[config.mk]
export PLATFORM = sky130hd
export DESIGN_NAME = dual_motor_ramp_with_watchdog_top
export DESIGN_NICKNAME = d
export VERILOG_FILES = /design/src/rtl/dmrw_pkg.sv /design/src/rtl/dmrw_side.sv /design/src/rtl/dual_motor_ramp_with_watchdog_top.sv
export SDC_FILE = /design/constraint.sdc
export NUM_CORES = 1
export LEC_CHECK = 0
export ABC_AREA = 1
export BUFFER_PORTS_ARGS = -buffer_cell sky130_fd_sc_hd__buf_2
export CORE_UTILIZATION = 34
export CTS_CLUSTER_SIZE = 30
export DETAILED_ROUTE_END_ITERATION = 10
export PLACE_DENSITY = 0.55
export SLEW_MARGIN = 40
export SYNTH_ARGS = -nofsm -noshare
export SYNTH_HDL_FRONTEND = slang
export SYNTH_SLANG_ARGS = --single-unit
[constraint.sdc]
create_clock -name clock -period 12.5 [get_ports clock]
set_input_delay 2.5 -clock clock [delete_from_list [all_inputs] [get_ports clock]]
set_output_delay 2.5 -clock clock [all_outputs]
set_load 0.005 [all_outputs]
[src/rtl/dmrw_pkg.sv]
// Shared types, constants and helpers for the dual motor ramp block.
// No dependencies; imported by dmrw_side and the top level.
`default_nettype none

package dmrw_pkg;

   localparam int TIME_BITS_DEF  = 32;
   localparam int CSR_ADDR_W     = 3;
   localparam int CSR_DATA_W     = 32;
   localparam int STEP_W         = 7;
   localparam int TICKS_W        = 32;
   localparam int LEVEL_W        = 8;
   localparam int DUTY_W         = 7;
   localparam int KICK_W         = 32;

   typedef logic signed [LEVEL_W-1:0] level_type;
   typedef logic [DUTY_W-1:0]         duty_type;
   typedef logic [STEP_W-1:0]         step_type;

   localparam level_type LEVEL_MAX = 8'sd100;
   localparam level_type LEVEL_MIN = -8'sd100;

   localparam step_type  SLEW_LIMIT_RST     = 7'd5;
   localparam logic [TICKS_W-1:0] TIMEOUT_RST  = 32'd1000000;
   localparam logic [TICKS_W-1:0] INTERVAL_RST = 32'd40000;

   typedef enum logic [1:0] {
      KIND_TICK = 2'd0,
      KIND_SET  = 2'd1,
      KIND_KICK = 2'd2,
      KIND_STOP = 2'd3
   } kind_type;

   typedef enum logic [CSR_ADDR_W-1:0] {
      CSR_SLEW_LIMIT   = 3'd0,
      CSR_TIMEOUT      = 3'd1,
      CSR_INTERVAL     = 3'd2,
      CSR_LEFT_INVERT  = 3'd3,
      CSR_RIGHT_INVERT = 3'd4
   } csr_addr_type;

   // per-side control from the item decode
   typedef struct packed {
      logic step_en;
      logic clear;
   } side_ctl_type;

   function automatic level_type clamp_level(input level_type v);
      level_type r;
      if (v > LEVEL_MAX) begin
         r = LEVEL_MAX;
      end else if (v < LEVEL_MIN) begin
         r = LEVEL_MIN;
      end else begin
         r = v;
      end
      return r;
   endfunction

endpackage

`default_nettype wire

[src/rtl/dmrw_side.sv]
// One drive side: slew-limited move toward the goal and PWM duty split.
// Depends on dmrw_pkg.
`default_nettype none

module dmrw_side
   import dmrw_pkg::*;
(
   input  level_type    cur_level,
   input  level_type    goal,
   input  step_type     slew_limit,
   input  logic         invert,
   input  side_ctl_type ctl,
   output level_type    next_level,
   output duty_type     fwd_duty,
   output duty_type     rev_duty
);

   logic signed [LEVEL_W:0] goal_eff;
   logic signed [LEVEL_W:0] delta;
   logic signed [LEVEL_W:0] lim;
   logic signed [LEVEL_W:0] sum;
   level_type               moved;
   level_type               drive;
   level_type               drive_neg;

   always_comb begin
      // reversal ramps to zero first
      if (cur_level != 0 && goal != 0 && (cur_level[LEVEL_W-1] != goal[LEVEL_W-1])) begin
         goal_eff = '0;
      end else begin
         goal_eff = (LEVEL_W+1)'(goal);
      end
      lim   = (LEVEL_W+1)'({2'b00, slew_limit});
      delta = goal_eff - (LEVEL_W+1)'(cur_level);
      if (delta > lim) begin
         delta = lim;
      end
      if (delta < -lim) begin
         delta = -lim;
      end
      sum = (LEVEL_W+1)'(cur_level) + delta;
      if (sum > (LEVEL_W+1)'(LEVEL_MAX)) begin
         moved = LEVEL_MAX;
      end else if (sum < (LEVEL_W+1)'(LEVEL_MIN)) begin
         moved = LEVEL_MIN;
      end else begin
         moved = sum[LEVEL_W-1:0];
      end

      if (ctl.clear) begin
         next_level = '0;
      end else if (ctl.step_en) begin
         next_level = moved;
      end else begin
         next_level = cur_level;
      end

      drive     = invert ? -next_level : next_level;
      drive_neg = -drive;
      fwd_duty  = '0;
      rev_duty  = '0;
      if (drive > 0) begin
         fwd_duty = drive[DUTY_W-1:0];
      end else if (drive < 0) begin
         rev_duty = drive_neg[DUTY_W-1:0];
      end
   end

endmodule

`default_nettype wire

[src/rtl/dual_motor_ramp_with_watchdog_top.sv]
// Top level of the two-channel motor ramp limiter with command watchdog.
// Depends on dmrw_pkg and dmrw_side.
`default_nettype none

// Takes one word per cycle while rsp_tready stays high and returns one result
// word per input word. A word sits in the input register, where tick, target,
// kick or stop is applied to the state in a single pass, and the result is then
// held in the output register; throughput is one word per cycle while rsp_tready
// stays high. The rate is set by the state update loop (time counter add,
// watchdog and interval compares, level step).
module dual_motor_ramp_with_watchdog_top
   import dmrw_pkg::*;
#(
   parameter int TIME_BITS = TIME_BITS_DEF
) (
   input  logic                  clock,
   input  logic                  reset,
   input  logic                  req_tvalid,
   output logic                  req_tready,
   input  logic [47:0]           req_tdata,   // left_target, right_target, kick_time
   input  logic [1:0]            req_tuser,   // kind
   output logic                  rsp_tvalid,
   input  logic                  rsp_tready,
   output logic [31:0]           rsp_tdata,   // left_fwd, left_rev, right_fwd, right_rev, pad
   input  logic                  csr_we,
   input  logic [CSR_ADDR_W-1:0] csr_addr,
   input  logic [CSR_DATA_W-1:0] csr_wdata
);

   localparam int CMP_W = (TIME_BITS > TICKS_W) ? TIME_BITS : TICKS_W;
   localparam int EXT_W = (TIME_BITS > KICK_W) ? TIME_BITS : KICK_W;

   // configuration
   step_type             slew_limit_ff;
   logic [TICKS_W-1:0]   timeout_ff;
   logic [TICKS_W-1:0]   interval_ff;
   logic                 left_inv_ff;
   logic                 right_inv_ff;

   // input register
   logic                 in_valid_ff, in_valid_in;
   kind_type             in_kind_ff;
   level_type            in_left_ff;
   level_type            in_right_ff;
   logic [KICK_W-1:0]    in_kick_ff;

   // state
   level_type            left_level_ff, left_level_in;
   level_type            right_level_ff, right_level_in;
   level_type            left_goal_ff, left_goal_in;
   level_type            right_goal_ff, right_goal_in;
   logic [TIME_BITS-1:0] time_now_ff, time_now_in;
   logic [TIME_BITS-1:0] last_kick_ff, last_kick_in;
   logic [TIME_BITS-1:0] last_step_ff, last_step_in;

   // output register
   logic                 out_valid_ff, out_valid_in;
   duty_type             lf_ff, lr_ff, rf_ff, rr_ff;

   logic                 req_fire;
   logic                 advance;
   logic [TIME_BITS-1:0] time_next;
   logic [TIME_BITS-1:0] kick_elapsed;
   logic [TIME_BITS-1:0] step_elapsed;
   logic                 wd_fire;
   logic                 step_fire;
   logic [EXT_W-1:0]     kick_ext;
   level_type            left_goal_eff, right_goal_eff;
   side_ctl_type         side_ctl;
   level_type            left_next, right_next;
   duty_type             lf_in, lr_in, rf_in, rr_in;

   assign advance    = in_valid_ff && (!out_valid_ff || rsp_tready);
   assign req_tready = !in_valid_ff || advance;
   assign req_fire   = req_tvalid && req_tready;

   assign rsp_tvalid = out_valid_ff;
   assign rsp_tdata  = {4'b0000, rr_ff, rf_ff, lr_ff, lf_ff};

   assign time_next    = time_now_ff + TIME_BITS'(1);
   assign kick_elapsed = time_next - last_kick_ff;
   assign step_elapsed = time_next - last_step_ff;
   assign wd_fire      = CMP_W'(kick_elapsed) > CMP_W'(timeout_ff);
   assign step_fire    = CMP_W'(step_elapsed) >= CMP_W'(interval_ff);
   assign kick_ext     = EXT_W'(in_kick_ff);

   always_comb begin
      time_now_in    = time_now_ff;
      last_kick_in   = last_kick_ff;
      last_step_in   = last_step_ff;
      left_goal_in   = left_goal_ff;
      right_goal_in  = right_goal_ff;
      left_goal_eff  = left_goal_ff;
      right_goal_eff = right_goal_ff;
      side_ctl       = '0;
      unique case (in_kind_ff)
         KIND_TICK: begin
            time_now_in = time_next;
            if (wd_fire) begin
               left_goal_eff  = '0;
               right_goal_eff = '0;
            end
            left_goal_in  = left_goal_eff;
            right_goal_in = right_goal_eff;
            if (step_fire) begin
               last_step_in     = time_next;
               side_ctl.step_en = 1'b1;
            end
         end
         KIND_SET: begin
            left_goal_in  = clamp_level(in_left_ff);
            right_goal_in = clamp_level(in_right_ff);
         end
         KIND_KICK: begin
            last_kick_in = kick_ext[TIME_BITS-1:0];
         end
         KIND_STOP: begin
            left_goal_in   = '0;
            right_goal_in  = '0;
            side_ctl.clear = 1'b1;
         end
         default: begin
         end
      endcase
   end

   dmrw_side u_left (
      .cur_level  (left_level_ff),
      .goal       (left_goal_eff),
      .slew_limit (slew_limit_ff),
      .invert     (left_inv_ff),
      .ctl        (side_ctl),
      .next_level (left_next),
      .fwd_duty   (lf_in),
      .rev_duty   (lr_in)
   );

   dmrw_side u_right (
      .cur_level  (right_level_ff),
      .goal       (right_goal_eff),
      .slew_limit (slew_limit_ff),
      .invert     (right_inv_ff),
      .ctl        (side_ctl),
      .next_level (right_next),
      .fwd_duty   (rf_in),
      .rev_duty   (rr_in)
   );

   assign left_level_in  = left_next;
   assign right_level_in = right_next;

   always_comb begin
      if (req_fire) begin
         in_valid_in = 1'b1;
      end else if (advance) begin
         in_valid_in = 1'b0;
      end else begin
         in_valid_in = in_valid_ff;
      end
      if (advance) begin
         out_valid_in = 1'b1;
      end else if (rsp_tready) begin
         out_valid_in = 1'b0;
      end else begin
         out_valid_in = out_valid_ff;
      end
   end

   // control and state
   always_ff @(posedge clock) begin
      if (reset) begin
         in_valid_ff    <= 1'b0;
         out_valid_ff   <= 1'b0;
         left_level_ff  <= '0;
         right_level_ff <= '0;
         left_goal_ff   <= '0;
         right_goal_ff  <= '0;
         time_now_ff    <= '0;
         last_kick_ff   <= '0;
         last_step_ff   <= '0;
      end else begin
         in_valid_ff  <= in_valid_in;
         out_valid_ff <= out_valid_in;
         if (advance) begin
            left_level_ff  <= left_level_in;
            right_level_ff <= right_level_in;
            left_goal_ff   <= left_goal_in;
            right_goal_ff  <= right_goal_in;
            time_now_ff    <= time_now_in;
            last_kick_ff   <= last_kick_in;
            last_step_ff   <= last_step_in;
         end
      end
   end

   // configuration registers
   always_ff @(posedge clock) begin
      if (reset) begin
         slew_limit_ff <= SLEW_LIMIT_RST;
         timeout_ff    <= TIMEOUT_RST;
         interval_ff   <= INTERVAL_RST;
         left_inv_ff   <= 1'b0;
         right_inv_ff  <= 1'b0;
      end else if (csr_we) begin
         unique case (csr_addr)
            CSR_SLEW_LIMIT:   slew_limit_ff <= csr_wdata[STEP_W-1:0];
            CSR_TIMEOUT:      timeout_ff    <= csr_wdata[TICKS_W-1:0];
            CSR_INTERVAL:     interval_ff   <= csr_wdata[TICKS_W-1:0];
            CSR_LEFT_INVERT:  left_inv_ff   <= csr_wdata[0];
            CSR_RIGHT_INVERT: right_inv_ff  <= csr_wdata[0];
            default: begin
            end
         endcase
      end
   end

   // payload
   always_ff @(posedge clock) begin
      if (req_fire) begin
         in_kind_ff  <= kind_type'(req_tuser);
         in_left_ff  <= req_tdata[7:0];
         in_right_ff <= req_tdata[15:8];
         in_kick_ff  <= req_tdata[47:16];
      end
      if (advance) begin
         lf_ff <= lf_in;
         lr_ff <= lr_in;
         rf_ff <= rf_in;
         rr_ff <= rr_in;
      end
   end

endmodule

`default_nettype wire
==> run_results.csv <==
group,metric,value,unit
logic_synthesis,syn_area,0.01852,sq mm
die,fp-row-count,85,
die,start_util,34.41,%
place,gp_congestion,0.9157,
finish,antenna_cells,0,
clocking,clkLatencyLatePin,550,ps
drt,drt_iter0_markers,954,
global_route,grt_pass1_vias,16260,
die,die_area,0.05540,sq mm
critical_path,cp_max_fo,7,
critical_path,slowest_stage,"dfxtp_2",
timing,fin_crit,12570,ps
timing,slew_viol_final,0,
drt,drc,0,
die,pin_count,124,
clocking,cts_tree,"built",
drt,antenna_left,0,
global_route,antenna_found_initial,0,
critical_path,criticalPathCategory,"reg -> reg",
finish,syn_to_final_growth,32.37,%
run_status,violations,"negative setup slack",
drt,drt-total-wl,53680,um
power,switchingPower,0.001588,W
timing,tightest_slew,850.8,ps
logic_synthesis,ys_seq_area_share,34.59,%
power,internal-power,0.002639,W
clocking,cts_hold_buf,0,
critical_path,slowest_delay,350,ps
finish,stdcell_area,0.02451,sq mm
min_path,hp-class,"reg -> reg",
clocking,clk_pin_slew_worst_paths,60,ps
run,drv_cap,0,
timing,setup_viol,15,
drt,vias_per_cell,4.951,
clocking,cts_sinks,281,
clocking,htree_levels,2,
drt,via_count,17430,
power,p_leak,11.24,nW
power,total_power,0.004226,W
global_route,grt_pass1_wl,82310,um
logic_synthesis,synth_cells,2401,
run_status,status,"complete, but fails checks",
logic_synthesis,synth-async-reset-ratio,0,%
die,die_y,235.4,um
place,dp_worst_setup_slack,-701.4,ps
timing,holdWs,458.1,ps
critical_path,start_kind,"register",
finish,final_cell_mix,"331 x nand2_1, 324 x inv_1, 285 x buf_4",
finish,layout-drive-gt1-share,27.23,%
power,p_per_area,172.4,mW/mm^2
timing,finalHoldViolations,0,
clocking,root_buffer,"clkbuf_16",
critical_path,crit_arrival,12860,ps
timing,skew,20.17,ps
logic_synthesis,yosys_warnings,0,
timing,fin_crit_sh,100.6,%
clocking,clockBufferDepth,3,
logic_synthesis,synthFlopType,"dfxtp_1",
timing,setup_slack,-69.64,ps
critical_path,cp-end-kind,"register",
die,dieWidth,235.4,um
logic_synthesis,synth_area_per_cell,7.713,sq um
logic_synthesis,synth-seq-cells,281,
place,io_buffers,119,
global_route,overflow,0,
power,pwr-share-clk,25.2,%
timing,slew_headroom,43.09,%
power,p_sw_share,37.56,%
timing,fmax,0.07956,GHz
die,core_area,0.05381,sq mm
power,vdd_drop_max,0.1142,mV
power,combPwrFrac,50.6,%
finish,nets,3090,
global_route,grt.total_usage,18.30,%
global_route,grt_max_degree,102,
critical_path,reg2reg_depth,95,
clocking,numCtsBuffers,36,
logic_synthesis,synth_cell_types,57,
critical_path,cp.required,12790,ps
drt,firstDrtPassIters,5,
place,place_hpwl,39980,um
finish,final_common_cell,"nand2_1",
min_path,min_path_cells,2,
drt,post_drt_wl_per_cell,15.25,um
logic_synthesis,synth_edf_count,78,
timing,rsz0062_at_grt,"yes",
power,seq_power_share,24.3,%
place,place_area,0.02153,sq mm
==> per-layer routing <==
metal | vias to the layer above | part of all wire [%] | global-route usage [%]
met2 | 343 | 49 | 32.09
met5 | - | 0 | 0
met3 | 93 | 3.8 | 2.521
met1 | 8110 | 44 | 23.14
met4 | 0 | 2.7 | 5.645
li1 | 8880 | - | -
==> flip-flops by register name (all words and copies together), names as in the netlist, 8 cells and up <==
signal          count
in_kick_ff         32
in_left_ff          8
left_level_ff       8
last_kick_ff       32
timeout_ff         32
in_right_ff         8
last_step_ff       32
left_goal_ff        8
time_now_ff        32
right_goal_ff       8
right_level_ff      8
interval_ff        32
==> metrics by stage <==
stage | util, % | TNS [ps] | cells
2_1_floorplan | - | 0 | 2404
3_3_place_gp | 40.00 | -2611 | 3385
3_5_place_dp | 40.01 | -14430 | 3385
4_1_cts | 43.08 | 0 | 3474
5_1_grt | 45.55 | -19660 | 3520
6_report | 45.55 | -757.1 | 3520
==> critical path, delay by kind of cell, from the launching register on <==
| kind | cells | cell delay (ps) |
|---|---|---|
| AOI/OAI and AO/OA | 17 | 2080 |
| buffers and inverters | 13 | 1170 |
| xor gates and xnor gates | 3 | 420 |
| DFF | 1 | 350 |
| adders and majority gates | 10 | 2700 |
| and+or+nand+nor | 52 | 5600 |
==> logic make-up (layout without fill, tap and decap cells) <==
family	after synthesis	count (layout)	synth area share [%]
other	1	4	0.02025
and+or+nand+nor	693	695	16.83
adders and majority gates	204	204	14.03
buffers and inverters	427	845	8.777
xor gates and xnor gates	117	117	5.635
DFF	281	281	34.59
AOI/OAI and AO/OA	678	678	20.11
==> Yosys cell counts (3+ instances only) <==
| cell type | n | area (sq um) |
|---|---|---|
| nand4_1 | 20 | 125.1 |
| buf_4 | 4 | 30.03 |
| fa_1 | 6 | 120.1 |
| a221oi_1 | 4 | 35.03 |
| nand3b_1 | 3 | 22.52 |
| nor2_1 | 116 | 435.4 |
| inv_2 | 9 | 33.78 |
| inv_1 | 339 | 1272 |
| o41ai_1 | 3 | 26.28 |
| nor3_2 | 3 | 30.03 |
| a21boi_1 | 9 | 67.56 |
| xor2_1 | 79 | 691.9 |
| xnor2_1 | 37 | 324.1 |
| o21ai_1 | 23 | 115.1 |
| o21ai_0 | 236 | 1181 |
| o21bai_1 | 14 | 105.1 |
| nand3_2 | 7 | 70.07 |
| a21boi_2 | 4 | 45.04 |
| clkinv_1 | 3 | 11.26 |
| nand2_4 | 6 | 67.56 |
| edfxtp_1 | 78 | 2342 |
| nand2_2 | 26 | 162.7 |
| a21o_1 | 7 | 52.55 |
| o21a_1 | 7 | 52.55 |
| nand3_1 | 100 | 500.5 |
| nand2_1 | 364 | 1366 |
| a211oi_1 | 10 | 75.07 |
| a31oi_1 | 25 | 156.4 |
| nor3_1 | 15 | 75.07 |
| ha_1 | 198 | 2477 |
| clkbuf_1 | 65 | 244.0 |
| o211ai_1 | 18 | 135.1 |
| nor4_1 | 5 | 31.28 |
| a21boi_0 | 5 | 37.54 |
| dfxtp_1 | 203 | 4064 |
| buf_2 | 4 | 20.02 |
| or2_2 | 6 | 37.54 |
| nor2_2 | 12 | 75.07 |
| o21ai_2 | 4 | 35.03 |
| o31ai_1 | 5 | 37.54 |
| a21oi_1 | 293 | 1466 |
| o2111ai_1 | 3 | 26.28 |
==> cell type report <==
cell class / count / area [sq um]
Multi-Input combinational cell: 1698 / 11660
Clock buffer: 57 / 1145
Tap cell: 696 / 870.8
Fill cell: 5322 / 29300
Timing Repair Buffer: 427 / 3007
Inverter: 352 / 1334
Clock inverter: 9 / 86.33
Sequential cell: 281 / 6411
==> worst paths after layout <==
| kind | startpoint | to | slack (ps) |
|---|---|---|---|
| worst max register to register | time_now_ff[2] | rf_ff[2] | -70 |
| worst min register to register | interval_ff[3] | interval_ff[3] | 460 |
| worst max-delay path | time_now_ff[2] | rf_ff[2] | -70 |
| worst min-delay path | interval_ff[3] | interval_ff[3] | 460 |
==> power by group through the flow <==
| stage | clock network, W | logic, W | registers (W) |
|---|---|---|---|
| after floorplan | 0 | 0.00114 | 0.00104 |
| after global placement | 0 | 0.00173 | 0.00104 |
| after detailed placement | 0 | 0.00176 | 0.00104 |
| after CTS | 0.00110 | 0.00184 | 0.00102 |
| after global routing | 0.00113 | 0.00237 | 0.00103 |
| final | 0.00106 | 0.00214 | 0.00103 |
==> repair_timing <==
action                     in CTS  in global routing
gates cloned                    1                  1
gates resized for setup        72                223
pin swaps                      30                125
setup buffers                  22                 46
setup endpoints to repair      28                 43
(Power assumes the default switching activity.)
